===== src/hw/rtl/shp_pkg.sv =====
// shared types, constants and round functions of the sha-256 hasher
package shp_pkg;

  typedef enum logic [2:0] {
    F_IDLE,
    F_BYTES,
    F_PAD,
    F_ZERO,
    F_LEN
  } front_state_e;

  typedef enum logic [1:0] {
    B_IDLE,
    B_RUN,
    B_ADD,
    B_OUT
  } back_state_e;

  typedef struct packed {
    logic              last;
    logic [15:0][31:0] data;
  } block_job_t;

  typedef struct packed {
    logic full;
    logic empty;
  } queue_stat_t;

  localparam logic [5:0] LenFill = 6'd56;
  localparam logic [2:0] MaxBytes = 3'd4;
  localparam logic [7:0] PadByte = 8'h80;

  function automatic logic [31:0] init_hash(input logic [2:0] i);
    logic [31:0] r;
    case (i)
      3'd0: r = 32'h6A09E667;
      3'd1: r = 32'hBB67AE85;
      3'd2: r = 32'h3C6EF372;
      3'd3: r = 32'hA54FF53A;
      3'd4: r = 32'h510E527F;
      3'd5: r = 32'h9B05688C;
      3'd6: r = 32'h1F83D9AB;
      default: r = 32'h5BE0CD19;
    endcase
    return r;
  endfunction

  function automatic logic [31:0] round_k(input logic [5:0] i);
    logic [31:0] r;
    case (i)
      6'd0: r = 32'h428a2f98;  6'd1: r = 32'h71374491;  6'd2: r = 32'hb5c0fbcf;
      6'd3: r = 32'he9b5dba5;  6'd4: r = 32'h3956c25b;  6'd5: r = 32'h59f111f1;
      6'd6: r = 32'h923f82a4;  6'd7: r = 32'hab1c5ed5;  6'd8: r = 32'hd807aa98;
      6'd9: r = 32'h12835b01;  6'd10: r = 32'h243185be; 6'd11: r = 32'h550c7dc3;
      6'd12: r = 32'h72be5d74; 6'd13: r = 32'h80deb1fe; 6'd14: r = 32'h9bdc06a7;
      6'd15: r = 32'hc19bf174; 6'd16: r = 32'he49b69c1; 6'd17: r = 32'hefbe4786;
      6'd18: r = 32'h0fc19dc6; 6'd19: r = 32'h240ca1cc; 6'd20: r = 32'h2de92c6f;
      6'd21: r = 32'h4a7484aa; 6'd22: r = 32'h5cb0a9dc; 6'd23: r = 32'h76f988da;
      6'd24: r = 32'h983e5152; 6'd25: r = 32'ha831c66d; 6'd26: r = 32'hb00327c8;
      6'd27: r = 32'hbf597fc7; 6'd28: r = 32'hc6e00bf3; 6'd29: r = 32'hd5a79147;
      6'd30: r = 32'h06ca6351; 6'd31: r = 32'h14292967; 6'd32: r = 32'h27b70a85;
      6'd33: r = 32'h2e1b2138; 6'd34: r = 32'h4d2c6dfc; 6'd35: r = 32'h53380d13;
      6'd36: r = 32'h650a7354; 6'd37: r = 32'h766a0abb; 6'd38: r = 32'h81c2c92e;
      6'd39: r = 32'h92722c85; 6'd40: r = 32'ha2bfe8a1; 6'd41: r = 32'ha81a664b;
      6'd42: r = 32'hc24b8b70; 6'd43: r = 32'hc76c51a3; 6'd44: r = 32'hd192e819;
      6'd45: r = 32'hd6990624; 6'd46: r = 32'hf40e3585; 6'd47: r = 32'h106aa070;
      6'd48: r = 32'h19a4c116; 6'd49: r = 32'h1e376c08; 6'd50: r = 32'h2748774c;
      6'd51: r = 32'h34b0bcb5; 6'd52: r = 32'h391c0cb3; 6'd53: r = 32'h4ed8aa4a;
      6'd54: r = 32'h5b9cca4f; 6'd55: r = 32'h682e6ff3; 6'd56: r = 32'h748f82ee;
      6'd57: r = 32'h78a5636f; 6'd58: r = 32'h84c87814; 6'd59: r = 32'h8cc70208;
      6'd60: r = 32'h90befffa; 6'd61: r = 32'ha4506ceb; 6'd62: r = 32'hbef9a3f7;
      default: r = 32'hc67178f2;
    endcase
    return r;
  endfunction

  function automatic logic [31:0] rotr(input logic [31:0] x, input int n);
    return (x >> n) | (x << (32 - n));
  endfunction

  function automatic logic [31:0] ssig0(input logic [31:0] x);
    return rotr(x, 7) ^ rotr(x, 18) ^ (x >> 3);
  endfunction

  function automatic logic [31:0] ssig1(input logic [31:0] x);
    return rotr(x, 17) ^ rotr(x, 19) ^ (x >> 10);
  endfunction

  function automatic logic [31:0] bsig0(input logic [31:0] x);
    return rotr(x, 2) ^ rotr(x, 13) ^ rotr(x, 22);
  endfunction

  function automatic logic [31:0] bsig1(input logic [31:0] x);
    return rotr(x, 6) ^ rotr(x, 11) ^ rotr(x, 25);
  endfunction

endpackage


===== src/hw/rtl/shp_front.sv =====
// front end: byte packing, padding and length append into 512-bit blocks
module shp_front (
  input  logic                    clk_i,
  input  logic                    rst_ni,
  input  logic                    in_valid_i,
  output logic                    in_stall_o,
  input  logic [31:0]             message_word_i,
  input  logic [2:0]              valid_bytes_i,
  input  logic                    is_last_i,
  input  shp_pkg::queue_stat_t    q_stat_i,
  output logic                    push_o,
  output shp_pkg::block_job_t     job_o
);

  shp_pkg::front_state_e state_q, state_d;
  logic [31:0]       word_q;
  logic [2:0]        cnt_q;
  logic              last_q;
  logic [5:0]        fill_q;
  logic              full_q;
  logic              blast_q;
  logic [63:0]       len_q;
  logic [15:0][31:0] buf_q;

  logic       accept;
  logic       wr_en;
  logic       take;
  logic       len_wr;
  logic [7:0] wr_byte;
  logic [1:0] bsel;

  assign in_stall_o = (state_q != shp_pkg::F_IDLE);
  assign accept     = in_valid_i && !in_stall_o;
  assign push_o     = full_q && !q_stat_i.full;
  assign job_o.last = blast_q;
  assign job_o.data = buf_q;
  assign bsel       = 2'd3 - fill_q[1:0];

  always_comb begin
    state_d = state_q;
    case (state_q)
      shp_pkg::F_IDLE: begin
        if (accept) state_d = shp_pkg::F_BYTES;
      end
      shp_pkg::F_BYTES: begin
        if (!full_q && cnt_q == 3'd0) state_d = last_q ? shp_pkg::F_PAD : shp_pkg::F_IDLE;
      end
      shp_pkg::F_PAD: begin
        if (!full_q) state_d = shp_pkg::F_ZERO;
      end
      shp_pkg::F_ZERO: begin
        if (!full_q && fill_q == shp_pkg::LenFill) state_d = shp_pkg::F_LEN;
      end
      shp_pkg::F_LEN: begin
        if (!full_q) state_d = shp_pkg::F_IDLE;
      end
      default: state_d = shp_pkg::F_IDLE;
    endcase
  end

  always_comb begin
    wr_en   = 1'b0;
    take    = 1'b0;
    len_wr  = 1'b0;
    wr_byte = 8'h00;
    case (state_q)
      shp_pkg::F_BYTES: begin
        if (!full_q && cnt_q != 3'd0) begin
          wr_en   = 1'b1;
          take    = 1'b1;
          wr_byte = word_q[31:24];
        end
      end
      shp_pkg::F_PAD: begin
        if (!full_q) begin
          wr_en   = 1'b1;
          wr_byte = shp_pkg::PadByte;
        end
      end
      shp_pkg::F_ZERO: begin
        if (!full_q && fill_q != shp_pkg::LenFill) wr_en = 1'b1;
      end
      shp_pkg::F_LEN: begin
        if (!full_q) len_wr = 1'b1;
      end
      default: ;
    endcase
  end

  always_ff @(posedge clk_i or negedge rst_ni) begin
    if (!rst_ni) begin
      state_q <= shp_pkg::F_IDLE;
      cnt_q   <= 3'd0;
      last_q  <= 1'b0;
      fill_q  <= 6'd0;
      full_q  <= 1'b0;
      blast_q <= 1'b0;
      len_q   <= 64'd0;
    end else begin
      state_q <= state_d;
      if (push_o) full_q <= 1'b0;
      if (accept) begin
        cnt_q  <= (valid_bytes_i > shp_pkg::MaxBytes) ? shp_pkg::MaxBytes : valid_bytes_i;
        last_q <= is_last_i;
      end
      if (take) begin
        cnt_q <= cnt_q - 3'd1;
        len_q <= len_q + 64'd8;
      end
      if (wr_en) begin
        fill_q <= fill_q + 6'd1;
        if (fill_q == 6'd63) begin
          full_q  <= 1'b1;
          blast_q <= 1'b0;
        end
      end
      if (len_wr) begin
        full_q  <= 1'b1;
        blast_q <= 1'b1;
        fill_q  <= 6'd0;
        len_q   <= 64'd0;
      end
    end
  end

  always_ff @(posedge clk_i) begin
    if (accept) word_q <= message_word_i;
    if (take) word_q <= {word_q[23:0], 8'h00};
    if (wr_en) buf_q[fill_q[5:2]][{bsel, 3'b000} +: 8] <= wr_byte;
    if (len_wr) begin
      buf_q[14] <= len_q[63:32];
      buf_q[15] <= len_q[31:0];
    end
  end

endmodule


===== src/hw/rtl/shp_queue.sv =====
// short block queue between the front end and the compression engine
module shp_queue #(
  parameter int unsigned Depth = 2
) (
  input  logic                 clk_i,
  input  logic                 rst_ni,
  input  logic                 push_i,
  input  shp_pkg::block_job_t  job_i,
  input  logic                 pop_i,
  output shp_pkg::block_job_t  job_o,
  output shp_pkg::queue_stat_t stat_o
);

  localparam int unsigned PtrW = (Depth > 1) ? $clog2(Depth) : 1;
  localparam int unsigned CntW = $clog2(Depth + 1);
  localparam logic [PtrW-1:0] LastPtr = PtrW'(Depth - 1);
  localparam logic [CntW-1:0] FullCnt = CntW'(Depth);

  shp_pkg::block_job_t mem_q [Depth];
  logic [PtrW-1:0] wr_ptr_q, rd_ptr_q;
  logic [CntW-1:0] cnt_q;

  assign stat_o.full  = (cnt_q == FullCnt);
  assign stat_o.empty = (cnt_q == '0);
  assign job_o        = mem_q[rd_ptr_q];

  always_ff @(posedge clk_i or negedge rst_ni) begin
    if (!rst_ni) begin
      wr_ptr_q <= '0;
      rd_ptr_q <= '0;
      cnt_q    <= '0;
    end else begin
      if (push_i) wr_ptr_q <= (wr_ptr_q == LastPtr) ? '0 : wr_ptr_q + PtrW'(1);
      if (pop_i) rd_ptr_q <= (rd_ptr_q == LastPtr) ? '0 : rd_ptr_q + PtrW'(1);
      if (push_i && !pop_i) cnt_q <= cnt_q + CntW'(1);
      else if (pop_i && !push_i) cnt_q <= cnt_q - CntW'(1);
    end
  end

  always_ff @(posedge clk_i) begin
    if (push_i) mem_q[wr_ptr_q] <= job_i;
  end

endmodule


===== src/hw/rtl/shp_back.sv =====
// back end: 64-round compression, chaining update and digest output
module shp_back (
  input  logic                 clk_i,
  input  logic                 rst_ni,
  input  shp_pkg::queue_stat_t q_stat_i,
  input  shp_pkg::block_job_t  job_i,
  output logic                 pop_o,
  output logic                 out_valid_o,
  input  logic                 out_stall_i,
  output logic [31:0]          digest_word_o,
  output logic [2:0]           word_index_o,
  output logic                 run_end_o
);

  shp_pkg::back_state_e state_q, state_d;
  logic [7:0][31:0]  h_q;
  logic [7:0][31:0]  v_q;
  logic [15:0][31:0] w_q;
  logic [5:0]        rnd_q;
  logic              last_q;
  logic [2:0]        idx_q;

  logic        do_round, do_add, out_xfer;
  logic [31:0] t1, t2, w_new;

  always_comb begin
    state_d = state_q;
    case (state_q)
      shp_pkg::B_IDLE: begin
        if (!q_stat_i.empty) state_d = shp_pkg::B_RUN;
      end
      shp_pkg::B_RUN: begin
        if (rnd_q == 6'd63) state_d = shp_pkg::B_ADD;
      end
      shp_pkg::B_ADD: state_d = last_q ? shp_pkg::B_OUT : shp_pkg::B_IDLE;
      shp_pkg::B_OUT: begin
        if (!out_stall_i && idx_q == 3'd7) state_d = shp_pkg::B_IDLE;
      end
      default: state_d = shp_pkg::B_IDLE;
    endcase
  end

  always_comb begin
    pop_o       = (state_q == shp_pkg::B_IDLE) && !q_stat_i.empty;
    do_round    = (state_q == shp_pkg::B_RUN);
    do_add      = (state_q == shp_pkg::B_ADD);
    out_valid_o = (state_q == shp_pkg::B_OUT);
    out_xfer    = out_valid_o && !out_stall_i;
  end

  assign digest_word_o = h_q[idx_q];
  assign word_index_o  = idx_q;
  assign run_end_o     = (idx_q == 3'd7);

  always_comb begin
    t1 = v_q[7] + shp_pkg::bsig1(v_q[4]) + ((v_q[4] & v_q[5]) ^ (~v_q[4] & v_q[6]))
       + shp_pkg::round_k(rnd_q) + w_q[0];
    t2 = shp_pkg::bsig0(v_q[0])
       + ((v_q[0] & v_q[1]) ^ (v_q[0] & v_q[2]) ^ (v_q[1] & v_q[2]));
    w_new = shp_pkg::ssig1(w_q[14]) + w_q[9] + shp_pkg::ssig0(w_q[1]) + w_q[0];
  end

  always_ff @(posedge clk_i or negedge rst_ni) begin
    if (!rst_ni) begin
      state_q <= shp_pkg::B_IDLE;
      rnd_q   <= 6'd0;
      last_q  <= 1'b0;
      idx_q   <= 3'd0;
      for (int i = 0; i < 8; i++) h_q[i] <= shp_pkg::init_hash(3'(i));
    end else begin
      state_q <= state_d;
      if (pop_o) begin
        rnd_q  <= 6'd0;
        last_q <= job_i.last;
      end
      if (do_round) rnd_q <= rnd_q + 6'd1;
      if (do_add) begin
        for (int i = 0; i < 8; i++) h_q[i] <= h_q[i] + v_q[i];
      end
      if (out_xfer) begin
        idx_q <= idx_q + 3'd1;
        if (idx_q == 3'd7) begin
          for (int i = 0; i < 8; i++) h_q[i] <= shp_pkg::init_hash(3'(i));
        end
      end
    end
  end

  always_ff @(posedge clk_i) begin
    if (pop_o) begin
      v_q <= h_q;
      w_q <= job_i.data;
    end
    if (do_round) begin
      v_q <= {v_q[6:4], v_q[3] + t1, v_q[2:0], t1 + t2};
      w_q <= {w_new, w_q[15:1]};
    end
  end

endmodule


===== src/hw/rtl/sha256_message_hasher_top.sv =====
// top level of the streaming sha-256 message hasher
//
// input channel: message_word_i with valid_bytes_i (0..4, counted from bit 31
// down, 5..7 taken as 4) and is_last_i; a transfer happens when in_valid_i is
// high and in_stall_o is low. the front end takes one byte per cycle unless a
// finished block waits for room in the queue, and in_stall_o stays high until
// all bytes of the word are taken. every 64 bytes form a block that goes to a
// block queue of QueueDepth entries; the compression engine does one round per
// cycle, faster than the front end fills a block, so the front end sets the
// sustained rate. on the final word the front end pads with 0x80, zeros (one
// byte per cycle unless a finished block waits) and the 64-bit bit length,
// using an extra block if needed.
// output channel: eight transfers digest_word_o for H0..H7 with word_index_o,
// run_end_o high on H7; a transfer happens when out_valid_o is high and
// out_stall_i is low. while the receiver stalls the digest word holds and the
// front end keeps packing until the queue is full.
// H0 follows the final word once its padding and all remaining blocks are done.
// reset empties the queue, clears length and fill and loads the initial hash.
module sha256_message_hasher_top #(
  parameter int unsigned QueueDepth = 2
) (
  input  logic        clk_i,
  input  logic        rst_ni,
  input  logic        in_valid_i,
  output logic        in_stall_o,
  input  logic [31:0] message_word_i,
  input  logic [2:0]  valid_bytes_i,
  input  logic        is_last_i,
  output logic        out_valid_o,
  input  logic        out_stall_i,
  output logic [31:0] digest_word_o,
  output logic [2:0]  word_index_o,
  output logic        run_end_o
);

  shp_pkg::queue_stat_t q_stat;
  shp_pkg::block_job_t  job_in, job_out;
  logic push, pop;

  shp_front u_front (
    .clk_i, .rst_ni, .in_valid_i, .in_stall_o, .message_word_i, .valid_bytes_i,
    .is_last_i, .q_stat_i(q_stat), .push_o(push), .job_o(job_in)
  );

  shp_queue #(.Depth(QueueDepth)) u_queue (
    .clk_i, .rst_ni, .push_i(push), .job_i(job_in), .pop_i(pop),
    .job_o(job_out), .stat_o(q_stat)
  );

  shp_back u_back (
    .clk_i, .rst_ni, .q_stat_i(q_stat), .job_i(job_out), .pop_o(pop),
    .out_valid_o, .out_stall_i, .digest_word_o, .word_index_o, .run_end_o
  );

endmodule


===== config.mk =====
export PLATFORM = sky130hd
export DESIGN_NAME = sha256_message_hasher_top
export DESIGN_NICKNAME = d
export VERILOG_FILES = /design/src/hw/rtl/shp_pkg.sv /design/src/hw/rtl/shp_front.sv /design/src/hw/rtl/shp_queue.sv /design/src/hw/rtl/shp_back.sv /design/src/hw/rtl/sha256_message_hasher_top.sv
export SDC_FILE = /design/constraint.sdc
export NUM_CORES = 2
export LEC_CHECK = 0
export BUFFER_PORTS_ARGS = -buffer_cell sky130_fd_sc_hd__buf_2
export CAP_MARGIN = 20
export CORE_UTILIZATION = 42
export DETAILED_ROUTE_END_ITERATION = 16
export MAX_ROUTING_LAYER = met4
export PLACE_DENSITY = 0.66
export SKIP_CTS_REPAIR_TIMING = 1
export SLEW_MARGIN = 20
export SYNTH_ARGS = -nofsm -noshare
export SYNTH_HDL_FRONTEND = slang
export SYNTH_SLANG_ARGS = --single-unit

===== constraint.sdc =====
create_clock -name clk_i -period 27.8 [get_ports clk_i]
set_clock_uncertainty 0.15 [all_clocks]
set_input_delay 1.39 -clock clk_i [delete_from_list [all_inputs] [get_ports clk_i]]
set_output_delay 1.39 -clock clk_i [all_outputs]
set_load 0.05 [all_outputs]

Word-level counts from Yosys, hierarchy flattened
Memories as Yosys holds them, arrays and structs flattened.
Index checks and enable logic that the tools add are counted.
{ "classes": {"add_sub_neg": 29, "order_cmp": 4, "n_eq_ne": 21, "shifts": 2, "muxes": 59, "bitwise_logic": 27, "n_reduce_logical": 34} }
{ "op_table": {"columns": ["op", "n"], "rows": [
  ["$mux W512", 3],
  ["$mux W256", 5],
  ["$add A32 B32 Y32", 18],
  ["$bwmux W512", 1],
  ["$xor A32 B32 Y32", 9],
  ["$mux W64", 3],
  ["$and A32 B32 Y32", 5],
  ["$demux W32 S4", 1],
  ["$mux W32", 4],
  ["$bmux W32 S3", 1],
  ["$add A64 B4 Y64 const B", 1],
  ["$not A32 Y32", 1],
  ["$or A10 B32 Y32", 1],
  ["$or A13 B32 Y32", 1],
  ["$or A14 B32 Y32", 1],
  ["$or A15 B32 Y32", 1],
  ["$or A19 B32 Y32", 1],
  ["$or A21 B32 Y32", 1],
  ["$or A25 B32 Y32", 1],
  ["$or A26 B32 Y32", 1],
  ["$or A30 B32 Y32", 1],
  ["$or A7 B32 Y32", 1],
  ["$shift A8 B7 Y32 const A", 1],
  ["$shiftx A8 B7 Y32", 1],
  ["other kinds (41)", 112]
]} }
{ "totals": {"reg_bits": 1663, "ram_bits": 1026, "romBits": 2048, "input_bits": 40, "output_inout_bits": 38, "wordCells": 242, "n_memories": 2} }
{ "memory_table": {"columns": ["name", "words", "word_bits", "read_ports", "rd_ports_with_merged_regs", "wr", "line", "text"], "rows": [
  ["(no name shown)", 64, 32, 1, 0, 0, "shp_pkg.sv:50", "case (i)"],
  ["u_queue.mem_q", 2, 513, 1, 0, 1, "shp_queue.sv:19", "shp_pkg::block_job_t mem_q [Depth];"]
]} }

Logic depth before layout (Yosys ltp)
{ "logic_depth": {"ltp_word": 9, "ltp_mapped": 37, "ltp_nobuf": 36} }

Modules after synthesis
Synthesis repeated with hierarchy kept, for this count alone.
{ "unflattened": {"cells_unflattened": 10988, "hier_area_um2": 133939.7} }
{ "modules_own_cells": {"columns": ["module", "n_inst", "cells_per_inst", "area_per_inst_um2", "seq_area_each_um2"], "rows": [
  ["shp_back", 1, 7998, 72538.3, 29938.7],
  ["shp_queue", 1, 1612, 39222.6, 30909.6],
  ["shp_front", 1, 1378, 22178.8, 18157.4]
]} }

Worst setup path after synthesis
No wires, ideal clock.
{ "synth_timing": {"kind": "flip-flop to flip-flop", "from": "reg u_front.full_q", "to": "mem u_queue.mem_q[0][0] (netlist name), enable pin", "setup_time_ns": 1.404, "arrival_time_ns": 22.050, "required_ns": 26.246, "path_slack_ns": 4.196, "stages_incl_launch_ff": 4, "path_buffers": 1, "synth_period_minus_slack_ns": 23.604, "cell_sequence": "dfrtp_1 -> clkbuf_1 -> o21ai_0 -> nor2_1"} }
{ "synth_via": {"elab_chain_len": 3} }
{ "synth_lines": {"columns": ["element", "line", "text"], "rows": [
  ["from (decl)", "shp_front.sv:20", "logic full_q;"],
  ["from (signal assigned)", "shp_front.sv:96", "full_q <= 1'b0;"],
  ["from (signal assigned)", "shp_front.sv:101", "if (push_o) full_q <= 1'b0;"],
  ["from (signal assigned)", "shp_front.sv:113", "full_q <= 1'b1;"],
  ["$logic_and A1 B1 Y1", "shp_front.sv:34", "assign push_o = full_q && !q_stat_i.full;"],
  ["$mux W1", "shp_queue.sv:41", "if (push_i) mem_q[wr_ptr_q] <= job_i;"],
  ["$mux W1 (implied by the code)", "shp_queue.sv:41", null],
  ["to (decl)", "shp_queue.sv:19", null]
]} }
Every way passes these cells.

Final worst setup path
{ "layout_timing": {"from": "reg u_back.rnd_q[0]", "to": "reg u_back.v_q[29] (netlist name), data pin"} }
{ "layout_via": {"elab_chain_len": 5} }
{ "layout_lines": {"columns": ["element", "line", "text"], "rows": [
  ["from (decl)", "shp_back.sv:19", "logic [5:0] rnd_q;"],
  ["from (signal assigned)", "shp_back.sv:76", "if (do_round) rnd_q <= rnd_q + 6'd1;"],
  ["$mem_v2 Z64 W32", null, null],
  ["$add A32 B32 Y32 (2 in series)", "shp_back.sv:57", "+ shp_pkg::round_k(rnd_q) + w_q[0];"],
  ["$add A32 B32 Y32", "shp_back.sv:95", "v_q <= {v_q[6:4], v_q[3] + t1, v_q[2:0], t1 + t2};"],
  ["$mux W256", "shp_back.sv:94", "if (do_round) begin"],
  ["to (signal assigned)", "shp_back.sv:91", "v_q <= h_q;"],
  ["to (signal assigned)", "shp_back.sv:95", null],
  ["to (decl)", "shp_back.sv:17", "logic [7:0][31:0] v_q;"]
]} }
Every way passes these cells.
A chain may end at the register's enable or synchronous reset.

==> results.yml <==
outcome:
  outcome: "completed"
min_path:
  timing.hold.worst_path_depth: 0
  min_from: "u_front.job_o[273]"
  hold_path_end: "u_queue.mem_q[1][273]"
  min_path_type: "flip-flop to flip-flop"
detailed_routing:
  vias: 82400
  viasPerCell: 5.65
  antenna_left: 0
  drt-initial-drc-count: 7831
  first_pass_iters: 6
  drcViolationCount: 0
  routedWlPerCell_um: 25.1
  wirelength_um: 365000
sta:
  fmax_mhz: 89.6
  fin_ws_ns: 16.64
  setup_violations: 0
  grt_setup_unrepaired: "no"
  hold_violations: 0
  worst_pin_slew_ns: 1.22
  fin_tns_setup_ns: 0
  period_share_pct: 40.1
  period_minus_slack_ns: 11.16
  maxSlewViolCount: 0
  max_slew_margin_pct: 18.6
worst_setup_path:
  critPathMostFrequentCell: "fa_1"
  cpPeakStageDelay_ns: 0.87
  critPathCaptureType: "flip-flop"
  reg2reg_from: "u_back.rnd_q[0]"
  critPathSlowestCell: "dfrtp_1"
  reg2reg_depth: 33
  path_class: "flip-flop to flip-flop"
  reg2reg_slack_ns: 16.64
  startpoint_type: "flip-flop"
  cp.required_ns: 28.25
  cp_max_fo: 21
  arrival_ns: 11.60
  r2r-end: "u_back.v_q[29]"
die:
  core_area_sq_um: 304000
  start_util_pct: 42.3
  num_rows: 202
  die_w_um: 555
  fp.dieArea_sq_um: 308000
  io_pins: 78
  fp.dieH_um: 555
synth:
  yosysSeqAreaShare_pct: 61.5
  synth_area_sq_um: 128000
  ys_ff_latch: 2686
  synthArstFlopShare_pct: 13.0
  synth-compound-area-share_pct: 9.94
  synth.avg_cell_area_sq_um: 12.5
  synth-xor-area-share_pct: 4.25
  yosys.area_share.adder_pct: 7.16
  synth_mux_area_share_pct: 5.87
  yosysWarnings: 0
  synth_top_family_by_area: "compound AO/OA/AOI/OAI gates"
  synth_cell_type_count: 98
  syn_nets: 10900
  yosys.area_share.simple_pct: 8.85
  syn_inst: 10300
  yosys_most_used_dff: "edfxtp_1"
  synth_edf_count: 2330
clock_tree:
  cts_buffers: 288
  clkSinkCount: 2686
  cts_buffer_depth: 4
  htreeDepth: 5
  clk_latency_ns: 0.91
  root_buffer: "clkbuf_16"
  clk_pin_slew_ns: 0.06
  cts_tree: "done"
pwr:
  power.density_nw_per_um2: 64.9
  power_mw: 9.24
  p_leak_nw: 52.4
  ir_drop_mv: 0.0730
finish:
  drive_gt1_share_pct: 8.60
  layout.nets: 10900
  final_cell_mix: "2330 x edfxtp_1, 1780 x nand2_1, 890 x o21ai_0"
  area_growth_pct: 10.8
  layout_commonest_cell: "edfxtp_1"
job:
  max_cap_viol_count: 0
placement:
  port_buffers: 77
  dpl.hpwl_um: 249000
  pre_cts_ws_ns: 16.90
  gp_congestion: 0.975
global_routing:
  grt_pass1_wl_um: 537000
  antenna_found_initial: 9
  grt_overflow: 0
  grt_pass1_vias: 82100
  track_usage_pct: 24.0
  grt_max_degree: 222
kinds of logic after synthesis:
group,after synthesis
buffers and inverters,830
adders and majority gates,623
muxes,658
AOI/OAI and AO/OA,2130
and+or+nand+nor,2716
xor gates and xnor gates,624
DFF,2686
how the worst max path moves through the flow:
stage | from | to | cells past startpoint
4_1_cts | u_back.rnd_q[0] | u_back.v_q[29] | 33
6_report | u_back.rnd_q[0] | u_back.v_q[29] | 33
3_3_place_gp | u_back.rnd_q[0] | u_back.v_q[29] | 33
5_1_grt | u_back.rnd_q[0] | u_back.v_q[29] | 33
3_5_place_dp | u_back.rnd_q[0] | u_back.v_q[29] | 33
2_1_floorplan | u_front.full_q | u_queue.mem_q[0][0] | 3
worst max-delay path, delay by kind of cell, from the launching register on:
kind	cells	cell delay (ns)
AOI/OAI and AO/OA	12	2.82
adders and majority gates	8	3.71
and+or+nand+nor	8	1.72
muxes	1	0.58
DFF	1	0.87
xor gates and xnor gates	2	0.39
buffers and inverters	2	0.61
power by group:
part           internal, mW  total (mW)  switching [mW]
sequential             4.75        4.87           0.119
combinational         0.114       0.600           0.486
clock                  2.14        3.77            1.63
registers in the layout (all words and copies together) (netlist names), 6 cells and up:
name / cells
u_back.h_q: 256
u_back.rnd_q: 6
u_back.v_q: 256
u_back.w_q: 512
u_front.fill_q: 6
u_front.job_o: 512
u_front.len_q: 61
u_front.word_q: 32
u_queue.mem_q: 1026
metrics by stage:
stage / util, % / area [sq um] / instances / hold slack, ns
after floorplan: - / 128000 / 10300 / 0.271
after global placement: 43.9 / 133000 / 14000 / 0.272
after detailed placement: 43.9 / 133000 / 14000 / 0.279
after CTS: 46.9 / 142000 / 14600 / 0.274
after global routing: 46.9 / 142000 / 14600 / 0.280
final: 46.9 / 142000 / 14600 / 0.268
cell usage after synthesis (all sizes together) (72+ instances only):
cell type,n,area share (%)
a211oi,82,0.49
a21o,150,0.88
a21oi,478,1.9
clkbuf,457,1.3
dfrtp,212,4.1
dfstp,136,2.8
edfxtp,2330,54
fa,195,3.0
ha,405,3.9
inv,330,0.96
mux2i,543,4.2
mux4,72,1.3
nand2,1781,5.2
nand3,138,0.54
nor2,398,1.2
nor3,79,0.32
o211ai,112,0.65
o21ai,915,3.6
xnor2,400,2.7
xor2,224,1.5
final cells by class:
| class | instances | area, sq um |
|---|---|---|
| fill | 26600 | 161000 |
| sequential | 2686 | 79000 |
| multi-input combinational | 6751 | 46400 |
| clock buffer | 380 | 7800 |
| tap | 4080 | 5100 |
| timing repair buffer | 190 | 1370 |
| clock inverter | 139 | 1370 |
| inverter | 332 | 1250 |
| antenna | 10 | 25.0 |
metal layers:
layer / share of wire, % / vias to the layer above / track usage [%]
met4: 4.8 / 0 / 10.1
met3: 5.7 / 749 / 2.81
met2: 49 / 2900 / 39.6
met5: 0 / - / -
li1: - / 37200 / -
met1: 41 / 41500 / 29.9
(Power assumes the default switching activity.)
